--- src/rtl/cmcf_pkg.sv ---
package cmcf_pkg;

  localparam int COORD_W = 12;
  localparam int RAD_W   = 26;
  localparam int SQ_W    = 24;   // (2^12 - 1)^2 fits in 24 bits
  localparam int CH_W    = 8;
  localparam int NCH     = 3;    // 0 red, 1 green, 2 blue
  localparam int SUM_W   = 32;
  localparam int CNT_W   = 25;
  localparam int REM_W   = SUM_W + 1;
  localparam int STEP_W  = 3;    // eight quotient bits

  // mid queue between front and back
  localparam int QPTR_W  = 2;
  localparam int QDEPTH  = 1 << QPTR_W;
  localparam int QCNT_W  = QPTR_W + 1;

  // output buffer in the back end
  localparam int OB_PTR_W = 1;
  localparam int OB_DEPTH = 1 << OB_PTR_W;
  localparam int OB_CNT_W = OB_PTR_W + 1;

  // request codes on the input channel
  localparam logic [1:0] REQ_MEASURE = 2'd0;
  localparam logic [1:0] REQ_FINISH  = 2'd1;
  localparam logic [1:0] REQ_FILL    = 2'd2;

  // configuration register indexes
  localparam logic [1:0] REG_CENTER_X = 2'd0;
  localparam logic [1:0] REG_CENTER_Y = 2'd1;
  localparam logic [1:0] REG_RADIUS2  = 2'd2;

  typedef logic [NCH-1:0][CH_W-1:0]  color_t;
  typedef logic [NCH-1:0][SUM_W-1:0] sums_t;

  typedef enum logic [1:0] {
    KIND_MEASURE = 2'd0,
    KIND_FINISH  = 2'd1,
    KIND_FILL    = 2'd2
  } kind_t;

  typedef struct packed {
    kind_t  kind;
    logic   hit;
    color_t color;
  } entry_t;

  typedef struct packed {
    logic   is_mean;
    logic   hit;
    logic   empty_disc;
    color_t color;
  } res_t;

endpackage

--- src/rtl/cmcf_front.sv ---
module cmcf_front (
  input  logic                              clk,
  input  logic                              rst_n,
  input  logic                              push,
  output logic                              full,
  input  logic [1:0]                        req_type,
  input  logic [cmcf_pkg::COORD_W-1:0]      pixel_x,
  input  logic [cmcf_pkg::COORD_W-1:0]      pixel_y,
  input  cmcf_pkg::color_t                  color,
  input  logic [cmcf_pkg::COORD_W-1:0]      center_x,
  input  logic [cmcf_pkg::COORD_W-1:0]      center_y,
  input  logic [cmcf_pkg::RAD_W-1:0]        radius_squared,
  input  logic [cmcf_pkg::QCNT_W-1:0]       q_count,
  output logic                              q_push,
  output cmcf_pkg::entry_t                  q_entry
);
  import cmcf_pkg::*;

  logic                    v1_r, v2_r;
  logic [1:0]              req1_r, req2_r;
  logic [COORD_W-1:0]      px1_r, py1_r;
  color_t                  col1_r, col2_r;
  logic [SQ_W-1:0]         sqx2_r, sqy2_r;
  logic signed [COORD_W:0] dx, dy;
  logic signed [2*COORD_W+1:0] dxx, dyy;
  logic [SQ_W:0]           d2;
  logic                    hit;
  logic [QCNT_W:0]         in_flight;
  logic                    accept;

  // credit check: queue entries plus items still in the pipe
  assign in_flight = {1'b0, q_count} + (QCNT_W+1)'(v1_r) + (QCNT_W+1)'(v2_r);
  assign full      = in_flight >= (QCNT_W+1)'(QDEPTH);
  assign accept    = push && !full;

  assign dx  = $signed({1'b0, px1_r}) - $signed({1'b0, center_x});
  assign dy  = $signed({1'b0, py1_r}) - $signed({1'b0, center_y});
  assign dxx = dx * dx;
  assign dyy = dy * dy;

  always_ff @(posedge clk) begin
    if (!rst_n) begin
      v1_r <= 1'b0;
      v2_r <= 1'b0;
    end else begin
      v1_r <= accept;
      v2_r <= v1_r;
    end
  end

  always_ff @(posedge clk) begin
    if (accept) begin
      req1_r <= req_type;
      px1_r  <= pixel_x;
      py1_r  <= pixel_y;
      col1_r <= color;
    end
    req2_r <= req1_r;
    col2_r <= col1_r;
    sqx2_r <= dxx[SQ_W-1:0];
    sqy2_r <= dyy[SQ_W-1:0];
  end

  // 12-bit coordinates always lie in the image, so only the distance counts
  assign d2  = {1'b0, sqx2_r} + {1'b0, sqy2_r};
  assign hit = {1'b0, d2} <= radius_squared;

  always_comb begin
    q_push        = 1'b0;
    q_entry.kind  = KIND_MEASURE;
    q_entry.hit   = hit;
    q_entry.color = col2_r;
    case (req2_r)
      REQ_MEASURE: begin
        q_push       = v2_r && hit;   // outside pixels leave no trace
        q_entry.kind = KIND_MEASURE;
      end
      REQ_FINISH: begin
        q_push       = v2_r;
        q_entry.kind = KIND_FINISH;
      end
      REQ_FILL: begin
        q_push       = v2_r;
        q_entry.kind = KIND_FILL;
      end
      default: q_push = 1'b0;
    endcase
  end

endmodule

--- src/rtl/cmcf_queue.sv ---
module cmcf_queue (
  input  logic                        clk,
  input  logic                        rst_n,
  input  logic                        wr_en,
  input  cmcf_pkg::entry_t            wr_data,
  input  logic                        rd_en,
  output cmcf_pkg::entry_t            rd_data,
  output logic                        not_empty,
  output logic [cmcf_pkg::QCNT_W-1:0] count
);
  import cmcf_pkg::*;

  entry_t              mem [QDEPTH];
  logic [QPTR_W-1:0]   wr_ptr_r, wr_ptr_nxt;
  logic [QPTR_W-1:0]   rd_ptr_r, rd_ptr_nxt;
  logic [QCNT_W-1:0]   cnt_r, cnt_nxt;

  assign not_empty = cnt_r != '0;
  assign count     = cnt_r;
  assign rd_data   = mem[rd_ptr_r];

  always_comb begin
    wr_ptr_nxt = wr_ptr_r + QPTR_W'(wr_en);
    rd_ptr_nxt = rd_ptr_r + QPTR_W'(rd_en);
    cnt_nxt    = cnt_r + QCNT_W'(wr_en) - QCNT_W'(rd_en);
  end

  always_ff @(posedge clk) begin
    if (!rst_n) begin
      wr_ptr_r <= '0;
      rd_ptr_r <= '0;
      cnt_r    <= '0;
    end else begin
      wr_ptr_r <= wr_ptr_nxt;
      rd_ptr_r <= rd_ptr_nxt;
      cnt_r    <= cnt_nxt;
    end
  end

  always_ff @(posedge clk) begin
    if (wr_en) begin
      mem[wr_ptr_r] <= wr_data;
    end
  end

endmodule

--- src/rtl/cmcf_div.sv ---
module cmcf_div (
  input  logic                          clk,
  input  logic                          rst_n,
  input  logic                          start,
  input  cmcf_pkg::sums_t               sums,
  input  logic [cmcf_pkg::CNT_W-1:0]    count,
  output logic                          busy,
  output cmcf_pkg::color_t              mean,
  output logic                          zero_count
);
  import cmcf_pkg::*;

  logic                      busy_r;
  logic [STEP_W-1:0]         step_r;
  logic [REM_W-1:0]          rem_r [NCH];
  logic [REM_W-1:0]          dsr_r;
  logic [CH_W-1:0]           q_r   [NCH];
  logic [NCH-1:0]            clamp_r;
  logic                      zero_r;
  logic [NCH-1:0]            ge;

  assign busy       = busy_r;
  assign zero_count = zero_r;

  always_comb begin
    for (int i = 0; i < NCH; i++) begin
      ge[i] = rem_r[i] >= dsr_r;
    end
  end

  always_comb begin
    for (int i = 0; i < NCH; i++) begin
      if (zero_r) begin
        mean[i] = '0;
      end else if (clamp_r[i]) begin
        mean[i] = '1;
      end else begin
        mean[i] = q_r[i];
      end
    end
  end

  always_ff @(posedge clk) begin
    if (!rst_n) begin
      busy_r <= 1'b0;
    end else if (start) begin
      busy_r <= 1'b1;
    end else if (busy_r && step_r == '0) begin
      busy_r <= 1'b0;
    end
  end

  // restoring division, one quotient bit per cycle, msb first
  always_ff @(posedge clk) begin
    if (start) begin
      step_r <= '1;
      dsr_r  <= {1'b0, count, 7'b0};
      zero_r <= count == '0;
      for (int i = 0; i < NCH; i++) begin
        rem_r[i]   <= {1'b0, sums[i]};
        q_r[i]     <= '0;
        clamp_r[i] <= {1'b0, sums[i]} >= {count, 8'b0};
      end
    end else if (busy_r) begin
      step_r <= step_r - 1'b1;
      dsr_r  <= dsr_r >> 1;
      for (int i = 0; i < NCH; i++) begin
        rem_r[i] <= ge[i] ? rem_r[i] - dsr_r : rem_r[i];
        q_r[i]   <= {q_r[i][CH_W-2:0], ge[i]};
      end
    end
  end

endmodule

--- src/rtl/cmcf_back.sv ---
module cmcf_back (
  input  logic              clk,
  input  logic              rst_n,
  input  logic              q_not_empty,
  input  cmcf_pkg::entry_t  q_entry,
  output logic              q_pop,
  output cmcf_pkg::res_t    res,
  output logic              empty,
  input  logic              pop
);
  import cmcf_pkg::*;

  typedef enum logic [1:0] {
    ST_RUN = 2'b01,
    ST_DIV = 2'b10
  } state_t;

  state_t               state_r, state_nxt;
  sums_t                sums_r, sums_nxt;
  logic [CNT_W-1:0]     cnt_r, cnt_nxt;
  color_t               mean_r, mean_nxt;
  res_t                 ob_q [OB_DEPTH];
  logic [OB_PTR_W-1:0]  ob_wr_r, ob_rd_r;
  logic [OB_CNT_W-1:0]  ob_cnt_r, ob_cnt_nxt;
  logic                 ob_push, ob_pop, ob_room;
  res_t                 ob_data;
  logic                 div_start;
  logic                 div_busy;
  color_t               div_mean;
  logic                 div_zero;
  logic [SUM_W:0]       acc [NCH];

  cmcf_div u_div (
    .clk        (clk),
    .rst_n      (rst_n),
    .start      (div_start),
    .sums       (sums_r),
    .count      (cnt_r),
    .busy       (div_busy),
    .mean       (div_mean),
    .zero_count (div_zero)
  );

  assign ob_room = ob_cnt_r != OB_CNT_W'(OB_DEPTH);
  assign empty   = ob_cnt_r == '0;
  assign ob_pop  = pop && !empty;
  assign res     = ob_q[ob_rd_r];

  always_comb begin
    for (int i = 0; i < NCH; i++) begin
      acc[i] = {1'b0, sums_r[i]} + (SUM_W+1)'(q_entry.color[i]);
    end
  end

  always_comb begin
    state_nxt          = state_r;
    sums_nxt           = sums_r;
    cnt_nxt            = cnt_r;
    mean_nxt           = mean_r;
    q_pop              = 1'b0;
    ob_push            = 1'b0;
    div_start          = 1'b0;
    ob_data.is_mean    = 1'b0;
    ob_data.hit        = q_entry.hit;
    ob_data.empty_disc = 1'b0;
    ob_data.color      = q_entry.hit ? mean_r : q_entry.color;
    case (state_r)
      ST_RUN: begin
        if (q_not_empty) begin
          case (q_entry.kind)
            KIND_MEASURE: begin
              q_pop = 1'b1;
              for (int i = 0; i < NCH; i++) begin
                sums_nxt[i] = acc[i][SUM_W] ? '1 : acc[i][SUM_W-1:0];
              end
              if (cnt_r != '1) begin
                cnt_nxt = cnt_r + 1'b1;
              end
            end
            KIND_FILL: begin
              if (ob_room) begin
                q_pop   = 1'b1;
                ob_push = 1'b1;
              end
            end
            KIND_FINISH: begin
              // divider samples the sums now, so they clear at once
              q_pop     = 1'b1;
              div_start = 1'b1;
              sums_nxt  = '0;
              cnt_nxt   = '0;
              state_nxt = ST_DIV;
            end
            default: q_pop = 1'b1;
          endcase
        end
      end
      ST_DIV: begin
        ob_data.is_mean    = 1'b1;
        ob_data.hit        = 1'b0;
        ob_data.empty_disc = div_zero;
        ob_data.color      = div_mean;
        if (!div_busy && ob_room) begin
          ob_push   = 1'b1;
          mean_nxt  = div_mean;
          state_nxt = ST_RUN;
        end
      end
      default: state_nxt = ST_RUN;
    endcase
  end

  always_comb begin
    ob_cnt_nxt = ob_cnt_r + OB_CNT_W'(ob_push) - OB_CNT_W'(ob_pop);
  end

  always_ff @(posedge clk) begin
    if (!rst_n) begin
      state_r  <= ST_RUN;
      sums_r   <= '0;
      cnt_r    <= '0;
      mean_r   <= '0;
      ob_wr_r  <= '0;
      ob_rd_r  <= '0;
      ob_cnt_r <= '0;
    end else begin
      state_r  <= state_nxt;
      sums_r   <= sums_nxt;
      cnt_r    <= cnt_nxt;
      mean_r   <= mean_nxt;
      ob_wr_r  <= ob_wr_r + OB_PTR_W'(ob_push);
      ob_rd_r  <= ob_rd_r + OB_PTR_W'(ob_pop);
      ob_cnt_r <= ob_cnt_nxt;
    end
  end

  always_ff @(posedge clk) begin
    if (ob_push) begin
      ob_q[ob_wr_r] <= ob_data;
    end
  end

endmodule

--- src/rtl/circle_mean_color_fill_top.sv ---
// channel   | handshake              | payload
// ----------+------------------------+-------------------------------------------
// input     | push / full            | in_req_type, in_pixel_x/y, in_red/green/blue_in
// result    | empty / pop            | out_is_mean, out_inside_res, out_empty_disc,
//           |                        | out_red/green/blue_out
// config    | psel penable pwrite    | paddr, pwdata, prdata (center_x 0x0,
//           | pready (always high)   | center_y 0x4, radius_squared 0x8)
//
// measure and fill items go at one per cycle while full is low and, for fill,
// the output buffer has room; a fill result passes both front stages, the mid
// queue and the output buffer before it shows on the result ports.
// a finish item holds the back end while it loads the divider, runs its eight
// one-bit-per-cycle restoring steps and emits the mean once the buffer has room.
// reset is synchronous and clears control state, sums, count and fill colour;
// no clearing pass is needed.
// a stalled result side fills the two-entry output buffer, then the mid queue;
// full rises once queue entries plus items in the two front stages reach four.
module circle_mean_color_fill_top (
  input  logic                            clk,
  input  logic                            rst_n,
  // input channel
  input  logic                            push,
  output logic                            full,
  input  logic [1:0]                      in_req_type,
  input  logic [cmcf_pkg::COORD_W-1:0]    in_pixel_x,
  input  logic [cmcf_pkg::COORD_W-1:0]    in_pixel_y,
  input  logic [cmcf_pkg::CH_W-1:0]       in_red_in,
  input  logic [cmcf_pkg::CH_W-1:0]       in_green_in,
  input  logic [cmcf_pkg::CH_W-1:0]       in_blue_in,
  // result channel
  output logic                            empty,
  input  logic                            pop,
  output logic                            out_is_mean,
  output logic                            out_inside_res,
  output logic                            out_empty_disc,
  output logic [cmcf_pkg::CH_W-1:0]       out_red_out,
  output logic [cmcf_pkg::CH_W-1:0]       out_green_out,
  output logic [cmcf_pkg::CH_W-1:0]       out_blue_out,
  // configuration port
  input  logic                            psel,
  input  logic                            penable,
  input  logic                            pwrite,
  input  logic [3:0]                      paddr,
  input  logic [31:0]                     pwdata,
  output logic [31:0]                     prdata,
  output logic                            pready
);
  import cmcf_pkg::*;

  logic [COORD_W-1:0] center_x_r;
  logic [COORD_W-1:0] center_y_r;
  logic [RAD_W-1:0]   radius_sq_r;
  logic               cfg_wr;
  logic [1:0]         cfg_idx;

  color_t             in_color;
  logic [QCNT_W-1:0]  q_count;
  logic               q_push, q_pop, q_not_empty;
  entry_t             q_wr_entry, q_rd_entry;
  res_t               res;

  // register file, written on the access phase of a write transfer
  assign pready  = 1'b1;
  assign cfg_idx = paddr[3:2];
  assign cfg_wr  = psel && penable && pwrite && pready;

  always_ff @(posedge clk) begin
    if (!rst_n) begin
      center_x_r  <= '0;
      center_y_r  <= '0;
      radius_sq_r <= '0;
    end else if (cfg_wr) begin
      case (cfg_idx)
        REG_CENTER_X: center_x_r  <= pwdata[COORD_W-1:0];
        REG_CENTER_Y: center_y_r  <= pwdata[COORD_W-1:0];
        REG_RADIUS2:  radius_sq_r <= pwdata[RAD_W-1:0];
        default: ;  // unmapped address, write dropped
      endcase
    end
  end

  always_comb begin
    case (cfg_idx)
      REG_CENTER_X: prdata = 32'(center_x_r);
      REG_CENTER_Y: prdata = 32'(center_y_r);
      REG_RADIUS2:  prdata = 32'(radius_sq_r);
      default:      prdata = '0;
    endcase
  end

  assign in_color[0] = in_red_in;
  assign in_color[1] = in_green_in;
  assign in_color[2] = in_blue_in;

  // front: takes transfers, squares the offsets, classifies against the disc
  cmcf_front u_front (
    .clk            (clk),
    .rst_n          (rst_n),
    .push           (push),
    .full           (full),
    .req_type       (in_req_type),
    .pixel_x        (in_pixel_x),
    .pixel_y        (in_pixel_y),
    .color          (in_color),
    .center_x       (center_x_r),
    .center_y       (center_y_r),
    .radius_squared (radius_sq_r),
    .q_count        (q_count),
    .q_push         (q_push),
    .q_entry        (q_wr_entry)
  );

  // decouples the classifier from the accumulate / divide / emit side
  cmcf_queue u_queue (
    .clk       (clk),
    .rst_n     (rst_n),
    .wr_en     (q_push),
    .wr_data   (q_wr_entry),
    .rd_en     (q_pop),
    .rd_data   (q_rd_entry),
    .not_empty (q_not_empty),
    .count     (q_count)
  );

  // back: saturating sums, mean division, fill colour and output buffer
  cmcf_back u_back (
    .clk         (clk),
    .rst_n       (rst_n),
    .q_not_empty (q_not_empty),
    .q_entry     (q_rd_entry),
    .q_pop       (q_pop),
    .res         (res),
    .empty       (empty),
    .pop         (pop)
  );

  assign out_is_mean    = res.is_mean;
  assign out_inside_res = res.hit;
  assign out_empty_disc = res.empty_disc;
  assign out_red_out    = res.color[0];
  assign out_green_out  = res.color[1];
  assign out_blue_out   = res.color[2];

endmodule

--- config.mk ---
export PLATFORM = sky130hd
export DESIGN_NAME = circle_mean_color_fill_top
export DESIGN_NICKNAME = d
export VERILOG_FILES = /design/src/rtl/cmcf_pkg.sv /design/src/rtl/cmcf_front.sv /design/src/rtl/cmcf_queue.sv /design/src/rtl/cmcf_div.sv /design/src/rtl/cmcf_back.sv /design/src/rtl/circle_mean_color_fill_top.sv
export SDC_FILE = /design/constraint.sdc
export NUM_CORES = 2
export LEC_CHECK = 0
export BUFFER_PORTS_ARGS = -buffer_cell sky130_fd_sc_hd__buf_2
export CAP_MARGIN = 20
export CORE_AREA = 3 3 349 351
export CTS_BUF_LIST = sky130_fd_sc_hd__clkbuf_16
export DETAILED_ROUTE_END_ITERATION = 10
export DIE_AREA = 0 0 352 354
export GPL_TIMING_DRIVEN = 1
export PLACE_DENSITY = 0.66
export RECOVER_POWER = 50
export SYNTH_ARGS = -nofsm -noshare
export SYNTH_HDL_FRONTEND = slang
export SYNTH_HIERARCHICAL = 1
export SYNTH_SLANG_ARGS = --single-unit
--- constraint.sdc ---
create_clock -name clk -period 13.8 [get_ports clk]
set_input_delay 0.69 -clock clk [delete_from_list [all_inputs] [get_ports clk]]
set_output_delay 0.69 -clock clk [all_outputs]
set_load 0.05 [all_outputs]
==> results.txt <==
Final WL: 126,000 um
Post-CTS Setup Repair Bufs: 0
Fill cells: 11,500
Die Wd: 352 um
Crit-path max cell delay: 2930 ps
Fin cells: 6,693
Fin crit period: 8650 ps
HPWL Detailed: 95,900 um
Top cells by area in the synthesized netlist: edfxtp_1, dfxtp_1, fa_1, ha_1, nand2_1
Total grt overflow: 0
Failing checks: capacitance limit, slew limit
Yosys warns: 6
Post-layout util: 0.436
Ys flop type: edfxtp_1
Num ports: 155
H-tree depth: 3
Worst path cell trace: clkbuf_1 > mux4_1 > nand3b_1 > clkbuf_1 > o21ai_0 > clkbuf_1 > nor3_1
GPL Wtd Cong: 0.942
Core Region: 119,000 um^2
Status: finished, violations left
Syn_area_per_cell: 9.64 um^2
Starting density of the core: 0.398
Max_cap viols: 13
Synthesized area: 47,500 um^2
CTS Root Buffer Type: clkbuf_16
Total die area: 125,000 um^2
Async set-reset flop share out of synthesis: 0
RSZ-0062 raised after global routing: false
Syn Inst Count: 4,933
Final hold violation count: 0
FP Rows: 127
Crit path kind: register to register
Die H: 354 um
Layout cells sized above 1: 0.0663
Worst-Skew Late Latency: 640 ps
Quantity of gates resized following cts: 0
Clock sink count: 658
Vias: 36,600
Final setup fails: 0
Routed Antenna Nets: 0
Final slew viol count: 523
Req. time, crit path: 14,220 ps
HP Class: input pin to register
Number of buffers created by CTS: 70
CP Launch Type: register
Post-synthesis cell type count: 108
Setup Skew: 43.8 ps
Area delta synth->final: 9.55%
Slowest CP cell: o21ai_0
CP Capture Type: register
Hold Buf Count CTS: 0
GRT Util Overall: 0.200
Tcrit/Tclk final: 0.627
Sequential area share after synthesis: 0.354
Slew HR: -1.72
Fmax: 116 MHz
Vias/cell: 5.47
Detailed Routing Iterations Pass 1: 8
Drc violations: 0
Clk pin slew, worst setup/hold paths: 70 ps
Maximum buffer depth of the clock tree: 3
Fin Setup TNS: 0 ps
First-pass GRT wire length: 200,000 um
Placed cell count: 6,562
Flops & latches, synth: 658
Buffers on Ports: 139
Slew of the pin with the lowest slew margin: 4090 ps
Hold Worst Slack: 230 ps
Critical Path Fanout Max: 38
CTS tree: yes
WL/cell: 18.9 um
Initial antenna violation count: 0
Worst Path Arrival: 9070 ps
Post-synth EDFFs: 364
Synth area leader: edfxtp_1
Largest net degree at the start of global routing: 92
Post-layout net count: 5,803
Synth top area share: 0.230
Vias in the first global route: 36,400
DR iter-0 viols: 3,026
Crit path top cell by count: clkbuf_1
## cells by family after synthesis
kind of cell               after synthesis  share of synthesized area
buffers and inverters                  717                     0.0597
adders and majority gates              686                      0.224
DFF                                    658                      0.354
AOI/OAI and AO/OA                      977                      0.131
muxes                                  161                     0.0423
other                                    2                   0.000158
and+or+nand+nor                       1507                      0.147
xor gates and xnor gates               225                     0.0423
## final timing paths
| check | from | to | slack [ps] | cells after the start |
|---|---|---|---|---|
| max | u_queue/rd_ptr_r[0] | u_back/cnt_r[2] | 5150 | 7 |
| min reg2reg | u_front/col1_r[18] | u_front/q_entry[18] | 340 | 0 |
| max reg2reg | u_queue/rd_ptr_r[0] | u_back/cnt_r[2] | 5150 | 7 |
| min | in_pixel_x[7] | u_front/px1_r[7] | 230 | 1 |
## worst max-delay path: cells and delay by family, from the launching register on
kind	cells	cell delay [ps]
AOI/OAI and AO/OA	1	2930
buffers and inverters	3	3920
DFF	1	310
muxes	1	850
and+or+nand+nor	2	360
## metal layers
metal | vias to the layer above | share of wire | GRT usage
li1 | 17400 | - | -
met1 | 17900 | 0.44 | 0.270
met2 | 1136 | 0.47 | 0.337
met3 | 222 | 0.056 | 0.0232
met4 | 0 | 0.033 | 0.0623
met5 | - | 0 | 0
## synthesized netlist by cell type, drive strengths merged (29+ instances only)
cell    count
clkbuf    134
xnor2     143
a31oi      42
nor3      103
edfxtp    364
and3       44
a211oi     49
ha        413
buf        42
nor2b      40
mux2       29
mux2i     105
a21o      104
dfxtp     294
nor2      334
fa        273
nand3      90
xor2       81
and2       75
nand2     601
o21a       42
nand4      73
nor4       32
o21ai     314
inv       537
a21oi     229
## final cells by class
class,count,area [um^2],area share
inverters,541,2030,0.0390
flip-flops and latches,658,16800,0.323
well taps,1612,2020,0.0387
multi-input cells,3563,28000,0.537
diodes,1,2.50,0.0000480
clock buffers,74,1850,0.0356
repair buffers,190,953,0.0183
clock inverters,54,462,0.00886
## metrics by stage
step,setup slack (ps),cell area (um^2)
after floorplan,6470,47600
after global placement,5870,49900
after detailed placement,5740,49900
after CTS,5720,52200
after global routing,4480,52100
final,5150,52100
## registers in the layout (all words and copies together) (netlist names), 23 cells and up, named ones only
register,cells
u_back/mean_r,24
u_front/sqy2_r,23
u_back/u_div/rem_r,99
u_back/sums_r,96
u_back/ob_q,54
u_back/u_div/q_r,24
radius_sq_r,26
u_front/sqx2_r,23
u_back/cnt_r,25
u_front/col1_r,24
u_back/u_div/dsr_r,32
u_front/q_entry,24
u_queue/mem,108
## placed cells by master (no fill, tap or decap), types with 18 or more instances in the layout
cell type / netlist / layout
nor2b_1: 40 / 39
clkbuf_1: 131 / 74
o211ai_1: 20 / 20
a211oi_1: 46 / 46
xor2_1: 80 / 80
nor2_1: 334 / 331
nand2b_1: 26 / 26
nor3_1: 102 / 101
o21a_1: 42 / 42
and3_1: 44 / 43
ha_1: 413 / 413
nor4_1: 32 / 32
and2_1: 74 / 65
dfxtp_1: 294 / 294
o21ai_0: 302 / 303
nand2_1: 601 / 601
or3_1: 18 / 18
inv_1: 533 / 545
edfxtp_1: 364 / 364
o21bai_1: 21 / 21
mux4_2: 20 / 20
buf_4: 12 / 37
mux2_2: 29 / 27
mux2i_1: 105 / 105
nand4_1: 72 / 72
fa_1: 273 / 273
a31oi_1: 39 / 39
buf_2: 13 / 78
a21oi_1: 227 / 227
nand3_1: 90 / 90
clkbuf_16: 0 / 74
xnor2_1: 142 / 142
a21o_1: 103 / 103
Power is left out: the tool's default activity adds up to more than one toggle a clock period on the data nets, which glitch-free logic cannot reach.
